## src/hdl/rhr_pkg.sv

```systemverilog
// Shared types and constants for the resizable history ring.
`default_nettype none

package rhr_pkg;

  localparam int COUNT_W = 32;
  localparam logic [COUNT_W-1:0] COUNT_MAX = 32'hFFFF_FFFF;

  typedef enum logic [1:0] {
    MODE_PUSH   = 2'd0,
    MODE_GET    = 2'd1,
    MODE_RESIZE = 2'd2
  } mode_t;

  typedef enum logic [1:0] {
    STAT_OK       = 2'd0,
    STAT_BAD_CAP  = 2'd1,
    STAT_OVERFLOW = 2'd2
  } stat_t;

  typedef enum logic [3:0] {
    ST_INIT,
    ST_IDLE,
    ST_DECODE,
    ST_PUSH_WR,
    ST_GET_DIV,
    ST_RS_DIV,
    ST_DROP_RD,
    ST_DROP_EMIT,
    ST_RS_CLR,
    ST_CP_RD,
    ST_CP_WR,
    ST_RS_END,
    ST_DONE_OK,
    ST_DONE_BAD,
    ST_DONE_OVF,
    ST_DONE_RD
  } state_t;

  // controller -> datapath
  typedef struct packed {
    logic  in_take;
    logic  cnt_clr;
    logic  cnt_inc;
    logic  clr_wr;
    logic  clr_own;
    logic  push_rd;
    logic  push_wr;
    logic  get_rd;
    logic  drop_rd;
    logic  cp_rd;
    logic  cp_wr;
    logic  rs_setup;
    logic  rs_plan;
    logic  rs_commit;
    logic  div_start;
    logic  div_sel_pc;
    logic  out_load;
    logic  out_rdata;
    stat_t out_status;
    logic  out_last;
  } cmd_t;

  // datapath -> controller
  typedef struct packed {
    logic mode_push;
    logic mode_get;
    logic mode_resize;
    logic count_full;
    logic get_hit;
    logic cap_bad;
    logic cap_same;
    logic drop_any;
    logic keep_zero;
    logic div_done;
    logic cnt_at_max;
    logic cnt_at_ncap;
    logic cnt_at_excess;
    logic cnt_at_keep_last;
    logic out_free;
  } sts_t;

endpackage

`default_nettype wire

```

## src/hdl/rhr_ctrl.sv

```systemverilog
// Controller state machine for the resizable history ring.
`default_nettype none

module rhr_ctrl
  import rhr_pkg::*;
(
  input  wire logic clk,
  input  wire logic rst,
  input  wire logic in_valid,
  output logic      in_ready,
  input  wire sts_t sts,
  output cmd_t      cmd
);

  state_t state;
  state_t state_next;

  always_ff @(posedge clk) begin
    if (rst) begin
      state <= ST_INIT;
    end else begin
      state <= state_next;
    end
  end

  always_comb begin
    state_next = state;
    unique case (state)
      ST_INIT: begin
        if (sts.cnt_at_max) state_next = ST_IDLE;
      end
      ST_IDLE: begin
        if (in_valid) state_next = ST_DECODE;
      end
      ST_DECODE: begin
        if (sts.mode_push) begin
          state_next = sts.count_full ? ST_DONE_OVF : ST_PUSH_WR;
        end else if (sts.mode_get) begin
          state_next = sts.get_hit ? ST_GET_DIV : ST_DONE_OK;
        end else if (sts.mode_resize) begin
          if (sts.cap_bad) state_next = ST_DONE_BAD;
          else if (sts.cap_same) state_next = ST_DONE_OK;
          else state_next = ST_RS_DIV;
        end else begin
          state_next = ST_DONE_OK;
        end
      end
      ST_PUSH_WR: state_next = ST_DONE_RD;
      ST_GET_DIV: begin
        if (sts.div_done) state_next = ST_DONE_RD;
      end
      ST_RS_DIV: begin
        if (sts.div_done) state_next = sts.drop_any ? ST_DROP_RD : ST_RS_CLR;
      end
      ST_DROP_RD: state_next = ST_DROP_EMIT;
      ST_DROP_EMIT: begin
        if (sts.out_free) state_next = sts.cnt_at_excess ? ST_RS_CLR : ST_DROP_RD;
      end
      ST_RS_CLR: begin
        if (sts.cnt_at_ncap) state_next = sts.keep_zero ? ST_RS_END : ST_CP_RD;
      end
      ST_CP_RD: state_next = ST_CP_WR;
      ST_CP_WR: begin
        if (sts.cnt_at_keep_last) state_next = ST_RS_END;
        else state_next = ST_CP_RD;
      end
      ST_RS_END: state_next = sts.drop_any ? ST_IDLE : ST_DONE_OK;
      ST_DONE_OK, ST_DONE_BAD, ST_DONE_OVF, ST_DONE_RD: begin
        if (sts.out_free) state_next = ST_IDLE;
      end
      default: state_next = ST_INIT;
    endcase
  end

  always_comb begin
    cmd            = '0;
    cmd.out_status = STAT_OK;
    in_ready       = 1'b0;
    unique case (state)
      ST_INIT: begin
        cmd.clr_wr  = 1'b1;
        cmd.clr_own = 1'b1;
        cmd.cnt_inc = 1'b1;
        cmd.cnt_clr = sts.cnt_at_max;
      end
      ST_IDLE: begin
        in_ready    = 1'b1;
        cmd.in_take = in_valid;
      end
      ST_DECODE: begin
        if (sts.mode_push) begin
          cmd.push_rd = !sts.count_full;
        end else if (sts.mode_get) begin
          cmd.div_start = sts.get_hit;
        end else if (sts.mode_resize && !sts.cap_bad && !sts.cap_same) begin
          cmd.rs_setup   = 1'b1;
          cmd.div_start  = 1'b1;
          cmd.div_sel_pc = 1'b1;
        end
      end
      ST_PUSH_WR: cmd.push_wr = 1'b1;
      ST_GET_DIV: cmd.get_rd = sts.div_done;
      ST_RS_DIV: begin
        cmd.rs_plan    = sts.div_done;
        cmd.cnt_clr    = sts.div_done;
        cmd.div_sel_pc = 1'b1;
      end
      ST_DROP_RD: begin
        cmd.drop_rd = 1'b1;
        cmd.cnt_inc = 1'b1;
      end
      ST_DROP_EMIT: begin
        cmd.out_load  = sts.out_free;
        cmd.out_rdata = 1'b1;
        cmd.out_last  = sts.cnt_at_excess;
        cmd.cnt_clr   = sts.out_free && sts.cnt_at_excess;
      end
      ST_RS_CLR: begin
        cmd.clr_wr  = 1'b1;
        cmd.cnt_inc = 1'b1;
        cmd.cnt_clr = sts.cnt_at_ncap;
      end
      ST_CP_RD: cmd.cp_rd = 1'b1;
      ST_CP_WR: begin
        cmd.cp_wr   = 1'b1;
        cmd.cnt_inc = 1'b1;
      end
      ST_RS_END: cmd.rs_commit = 1'b1;
      ST_DONE_OK: begin
        cmd.out_load = sts.out_free;
        cmd.out_last = 1'b1;
      end
      ST_DONE_BAD: begin
        cmd.out_load   = sts.out_free;
        cmd.out_status = STAT_BAD_CAP;
        cmd.out_last   = 1'b1;
      end
      ST_DONE_OVF: begin
        cmd.out_load   = sts.out_free;
        cmd.out_status = STAT_OVERFLOW;
        cmd.out_last   = 1'b1;
      end
      ST_DONE_RD: begin
        cmd.out_load  = sts.out_free;
        cmd.out_rdata = 1'b1;
        cmd.out_last  = 1'b1;
      end
      default: cmd = '0;
    endcase
  end

endmodule

`default_nettype wire

```

## config.mk

```make
export PLATFORM = sky130hd
export DESIGN_NAME = rhr_ctrl
export DESIGN_NICKNAME = d
export VERILOG_FILES = /design/src/hdl/rhr_pkg.sv /design/src/hdl/rhr_ctrl.sv
export SDC_FILE = /design/constraint.sdc
export NUM_CORES = 1
export LEC_CHECK = 0
export BUFFER_PORTS_ARGS = -buffer_cell sky130_fd_sc_hd__clkbuf_2
export CAP_MARGIN = 25
export CELL_PAD_IN_SITES_DETAIL_PLACEMENT = 1
export CELL_PAD_IN_SITES_GLOBAL_PLACEMENT = 1
export CORE_MARGIN = 1
export CORE_UTILIZATION = 30
export DETAILED_ROUTE_END_ITERATION = 10
export HOLD_SLACK_MARGIN = 0.05
export PLACE_DENSITY_LB_ADDON = 0.1
export SKIP_CTS_REPAIR_TIMING = 1
export SYNTH_ARGS = -nofsm -noshare
export SYNTH_HDL_FRONTEND = slang
export SYNTH_SLANG_ARGS = --single-unit
```

## constraint.sdc

```tcl
create_clock -name clk -period 4.6 [get_ports clk]
set_clock_uncertainty 0.05 [all_clocks]
set_input_delay 0.92 -clock clk [delete_from_list [all_inputs] [get_ports clk]]
set_output_delay 0.92 -clock clk [all_outputs]
set_load 0.01 [all_outputs]
```

Yosys cells after proc, flatten, opt, wreduce, memory -nomap -nowiden. Index checks and enable logic that the tools add are counted.

Bits in registers: 4. Output and inout port bits: 22. Word-level logic and storage cells: 85.

Equal/unequal tests: 22. Muxes and demuxes: 49. Reductions and logical operators: 13.

Operators by type and width (number): two-way mux 4 bit (17); one-hot mux 4 bit (13 select lines) (1); equality test 4 bit (second input constant) (8); two-way mux 1 bit (23); equality test 4 x 3 -> 1 bit (second input constant) (4); != test 2 bit (second input constant) (6); equality test 4 x 2 -> 1 bit (second input constant) (2); two-way mux 2 bit (4); OR reduction 4 bit (2); AND reduction 7 bit (1); OR reduction 5 bit (1); equality test 4 x 1 -> 1 bit (second input constant) (1); zero test 4 bit (1); one-hot mux 1 bit (2 select lines) (2); one-hot mux 1 bit (4 select lines) (1); one-hot mux 2 bit (2 select lines) (1); OR reduction 2 bit (2); logical AND 1 bit (3); zero test 1 bit (3); != test 2 x 1 -> 1 bit (second input constant) (1).

Longest topological paths before layout.
Depth after elaboration: 7. Mapped depth: 6.

Worst setup path after synthesis. No wires, ideal clock.

Path type: input-to-output. Start: input port sts[8] in the netlist's numbering. End: output port cmd[6] in the netlist's numbering. Data arrival time: 1.760 ns. Required time: 3.630 ns. Path slack: 1.870 ns. Cell stages on the path: 3. Path buffers: 0. Cell sequence: or4b_1 a21o_1 nor2_1.

RTL lines: start: declaration (RTL line rhr_ctrl.sv:11) `input wire sts_t sts,`; end: declaration (RTL line rhr_ctrl.sv:12) `output cmd_t cmd`.

==> results <==
- The run finished with clean final reports.
- For this design the ratio of total power to cell area is 169.9 nW/µm².
- The period utilization is 64.77%.
- The flip-flop count of the largest register after layout is 4.
- The DRC marker count from the first detailed-route iteration is 16.
- In this run the clock root is driven by a sky130_fd_sc_hd__clkbuf_4.
- At the pin with the least slew margin, the transition time is 810.9 ps.
- Setup violations remaining at the end of the flow were counted as 0.
- The area of all placed cells without fillers is 889.6 µm².
- The final number of hold-violating endpoints is 0.
- The mean instance size in the synthesized netlist is 6.913 µm².
- The top cell types in the final layout, fill and taps aside, are sky130_fd_sc_hd__clkbuf_2, sky130_fd_sc_hd__nor2_1, sky130_fd_sc_hd__nor3_1.
- The die width is 49.77 µm.
- Of all nets on the critical path, the largest fanout is 18.
- The routed design has 2.261 mm of wire.
- The pre-CTS worst setup slack is 1673 ps.
- After layout, the design draws a total of 151.1 µW.
- The remaining number of nets flagged by the antenna check after routing is 0.
- Data on the critical path is required at its endpoint by 3630 ps.
- The reg-to-reg startpoint is state[0]$_SDFFE_PP0P_.
- The category of the critical setup timing path is reg2out.
- The longest clock path from root to sink contains 2 buffers.
- The via count of the first global-routing pass is 821.
- The hold path startpoint is state[3]$_SDFFE_PP0P_.
- Detailed placement finished with a half-perimeter wire length of 1.799 mm.
- The floorplan step defined a die boundary enclosing 2477 µm².
- The worst-skew pair later-pin latency is 240 ps.
- Setup repair after global routing left no endpoint under its margin.
- The number of placement rows is 16.
- The number of I/O port buffers is 39.
- The worst hold path stage count is 2.
- The area of the core region is 2062 µm².
- The detailed-router iteration count before antenna repair is 4.
- The number of cells on the worst reg-to-reg path is 4.
- Measured against its own limit, the worst slew margin works out to 45.87%.
- Entering global routing, the biggest net connects 25 pins.
- In this run the worst setup path begins at state[1]$_SDFFE_PP0P_.
- The post-placement cell count is 157.
- The number of H-tree branching levels is 1.
- The die is 49.77 µm tall.
- The post-synthesis sequential area ratio is 11.70%.
- The number of DRC violations after detailed routing is 0.
- The growth of design area from synthesis to finish is 29.98%.
- The flip-flop and latch count after synthesis is 4.
- Clock-pin slew was measured on the worst setup and hold paths at 40 ps.
- The fmax is 335.6 MHz.
- The register with the most flip-flops in the final layout is state.
- The first global-routing pass estimated 3.905 mm of wire.
- At the end of the flow, the number of nets in the layout was 153.
- Yosys printed 0 warnings.
- The post-placement cell area is 867.1 µm².
- The fraction of final layout cells sized beyond drive strength 1 is 35.34%.
- Dividing the detail-routed via count by the number of cells gives 5.438.
- The arrival time reported for the critical path endpoint is 2010 ps.
- The finished layout holds 160 standard cells, fillers aside.
- Buffers inserted during clock tree synthesis total 3.
- Across the VDD grid, the largest voltage drop is 0.1780 mV.
- Cells fill 43.14% of the core in the end.
- The worst setup path is launched from a flop.
- In the final layout, the registers with the most flip-flops are state: 4 flops.
- The critical path capture point type is an output port.
- The CTS tree is yes.
- The total via count in the routed design is 870.
- The CTS sink count is 4.
- The initial antenna violation count was 0.
- Global routing finished with a remaining overflow of 0.
- The reported max-cap violation count is 0.
- The class of the tightest hold or removal check is reg2reg.
- In this run the cell area of the synthesized design comes to 684.4 µm².
- The repair_antennas step left the layout with diodes totalling 0.
- Setup total negative slack on the finished layout was measured at 0 ps.
- During I/O placement, the number of pins put on the boundary was 40.
- The post-route minimum period is 2980 ps.
- The initial utilization of the core area, before any placement, comes to 33.19%.
- For this design the static power due to leakage is 0.3799 nW.
- Leaving out fill and tap cells, the most frequent cell in the layout is sky130_fd_sc_hd__clkbuf_2.
- Setup slack on the critical path of the routed design comes to 1620 ps.
- The tightest hold path in the finished design has a slack of 795.5 ps.
- Counting every net in the synthesized netlist gives 117.
- The final weighted congestion of routability-driven global placement is 0.8124.
- In the global route stage, overall resource usage came out at 19.97%.
- In the final routed layout, each cell accounts on average for 14.13 µm.
- The distinct cell type count after synthesis is 41.
- The max-slew violation total from the final report is 0.
- The cell count after synthesis came out at 99.
==> worst max-delay path, cell delays in order (launching register included) <==
cell                       delay, ps
sky130_fd_sc_hd__dfxtp_1         650
sky130_fd_sc_hd__or4b_4          580
sky130_fd_sc_hd__nor4b_4         250
sky130_fd_sc_hd__o21bai_1        150
sky130_fd_sc_hd__clkbuf_2        150
==> cell usage after synthesis <==
master	instances	area share (%)
sky130_fd_sc_hd__and2_1	2	1.8
sky130_fd_sc_hd__a41o_1	1	1.5
sky130_fd_sc_hd__nor2_1	14	7.7
sky130_fd_sc_hd__a21oi_1	6	4.4
sky130_fd_sc_hd__nor3_1	7	5.1
sky130_fd_sc_hd__inv_1	3	1.6
sky130_fd_sc_hd__nor4_1	1	0.91
sky130_fd_sc_hd__nand2_1	6	3.3
sky130_fd_sc_hd__nor4b_4	1	3.5
sky130_fd_sc_hd__buf_6	1	1.6
sky130_fd_sc_hd__nor4b_1	1	1.3
sky130_fd_sc_hd__a2bb2oi_1	1	1.3
sky130_fd_sc_hd__and3_1	1	0.91
sky130_fd_sc_hd__nand2b_1	6	5.5
sky130_fd_sc_hd__xnor2_1	1	1.3
sky130_fd_sc_hd__o21a_1	1	1.1
sky130_fd_sc_hd__o32ai_1	2	2.6
sky130_fd_sc_hd__o22ai_1	1	0.91
sky130_fd_sc_hd__dfxtp_1	4	12
sky130_fd_sc_hd__or4b_1	1	1.5
sky130_fd_sc_hd__mux2i_1	2	2.9
sky130_fd_sc_hd__or4b_4	1	2.0
sky130_fd_sc_hd__o221a_2	1	1.6
sky130_fd_sc_hd__buf_2	4	2.9
sky130_fd_sc_hd__mux2_2	2	3.3
sky130_fd_sc_hd__a211o_1	1	1.3
sky130_fd_sc_hd__o21ai_0	2	1.5
sky130_fd_sc_hd__nand3b_1	1	1.1
sky130_fd_sc_hd__a32oi_1	2	2.6
sky130_fd_sc_hd__nor2b_1	3	2.7
sky130_fd_sc_hd__a21o_1	1	1.1
sky130_fd_sc_hd__a211oi_1	2	2.2
sky130_fd_sc_hd__buf_4	1	1.1
sky130_fd_sc_hd__a31oi_1	1	0.91
sky130_fd_sc_hd__clkbuf_1	2	1.1
sky130_fd_sc_hd__and2b_1	1	1.1
sky130_fd_sc_hd__o21bai_1	2	2.2
sky130_fd_sc_hd__or2b_1	1	1.1
sky130_fd_sc_hd__nand3_1	3	2.2
sky130_fd_sc_hd__nor3b_1	4	4.4
sky130_fd_sc_hd__o41ai_1	1	1.3
==> area by class of cell <==
cell class                 count  area [µm²]
sequential                     4       80.08
timing repair buffer          39       195.2
inverter                       3       11.26
multi-input combinational     84       546.8
tap                           27       33.78
fill                         285        1172
clock buffer                   3       22.52
==> metal layers <==
metal	wire, µm	global-route usage, %	up-vias
met5	0	0	-
met4	0	5.714	0
met3	71	2.778	0
met2	1040	31.76	21
met1	1149	27.68	409
li1	-	-	440
==> where the power goes <==
group	internal, mW	switching, mW
Sequential	0.0367	0.0101
Clock	0.0293	0.0159
Combinational	0.0281	0.0309
==> path summary, 6_finish.rpt <==
check,slack (ps),end
worst max-delay path,1620,cmd[5]
worst min-delay path,800,state[3]$_SDFFE_PP0P_
worst max register to register,2620,state[1]$_SDFFE_PP0P_
worst min register to register,800,state[3]$_SDFFE_PP0P_
==> kinds of logic after synthesis <==
kind of cell | Yosys count | synth area share [%]
and+or+nand+nor | 54 | 46.07
muxes | 4 | 6.216
buffers and inverters | 11 | 8.410
DFF | 4 | 11.70
AOI/OAI and AO/OA | 25 | 26.33
xor gates and xnor gates | 1 | 1.280
Power figures use the tool's default switching activity.
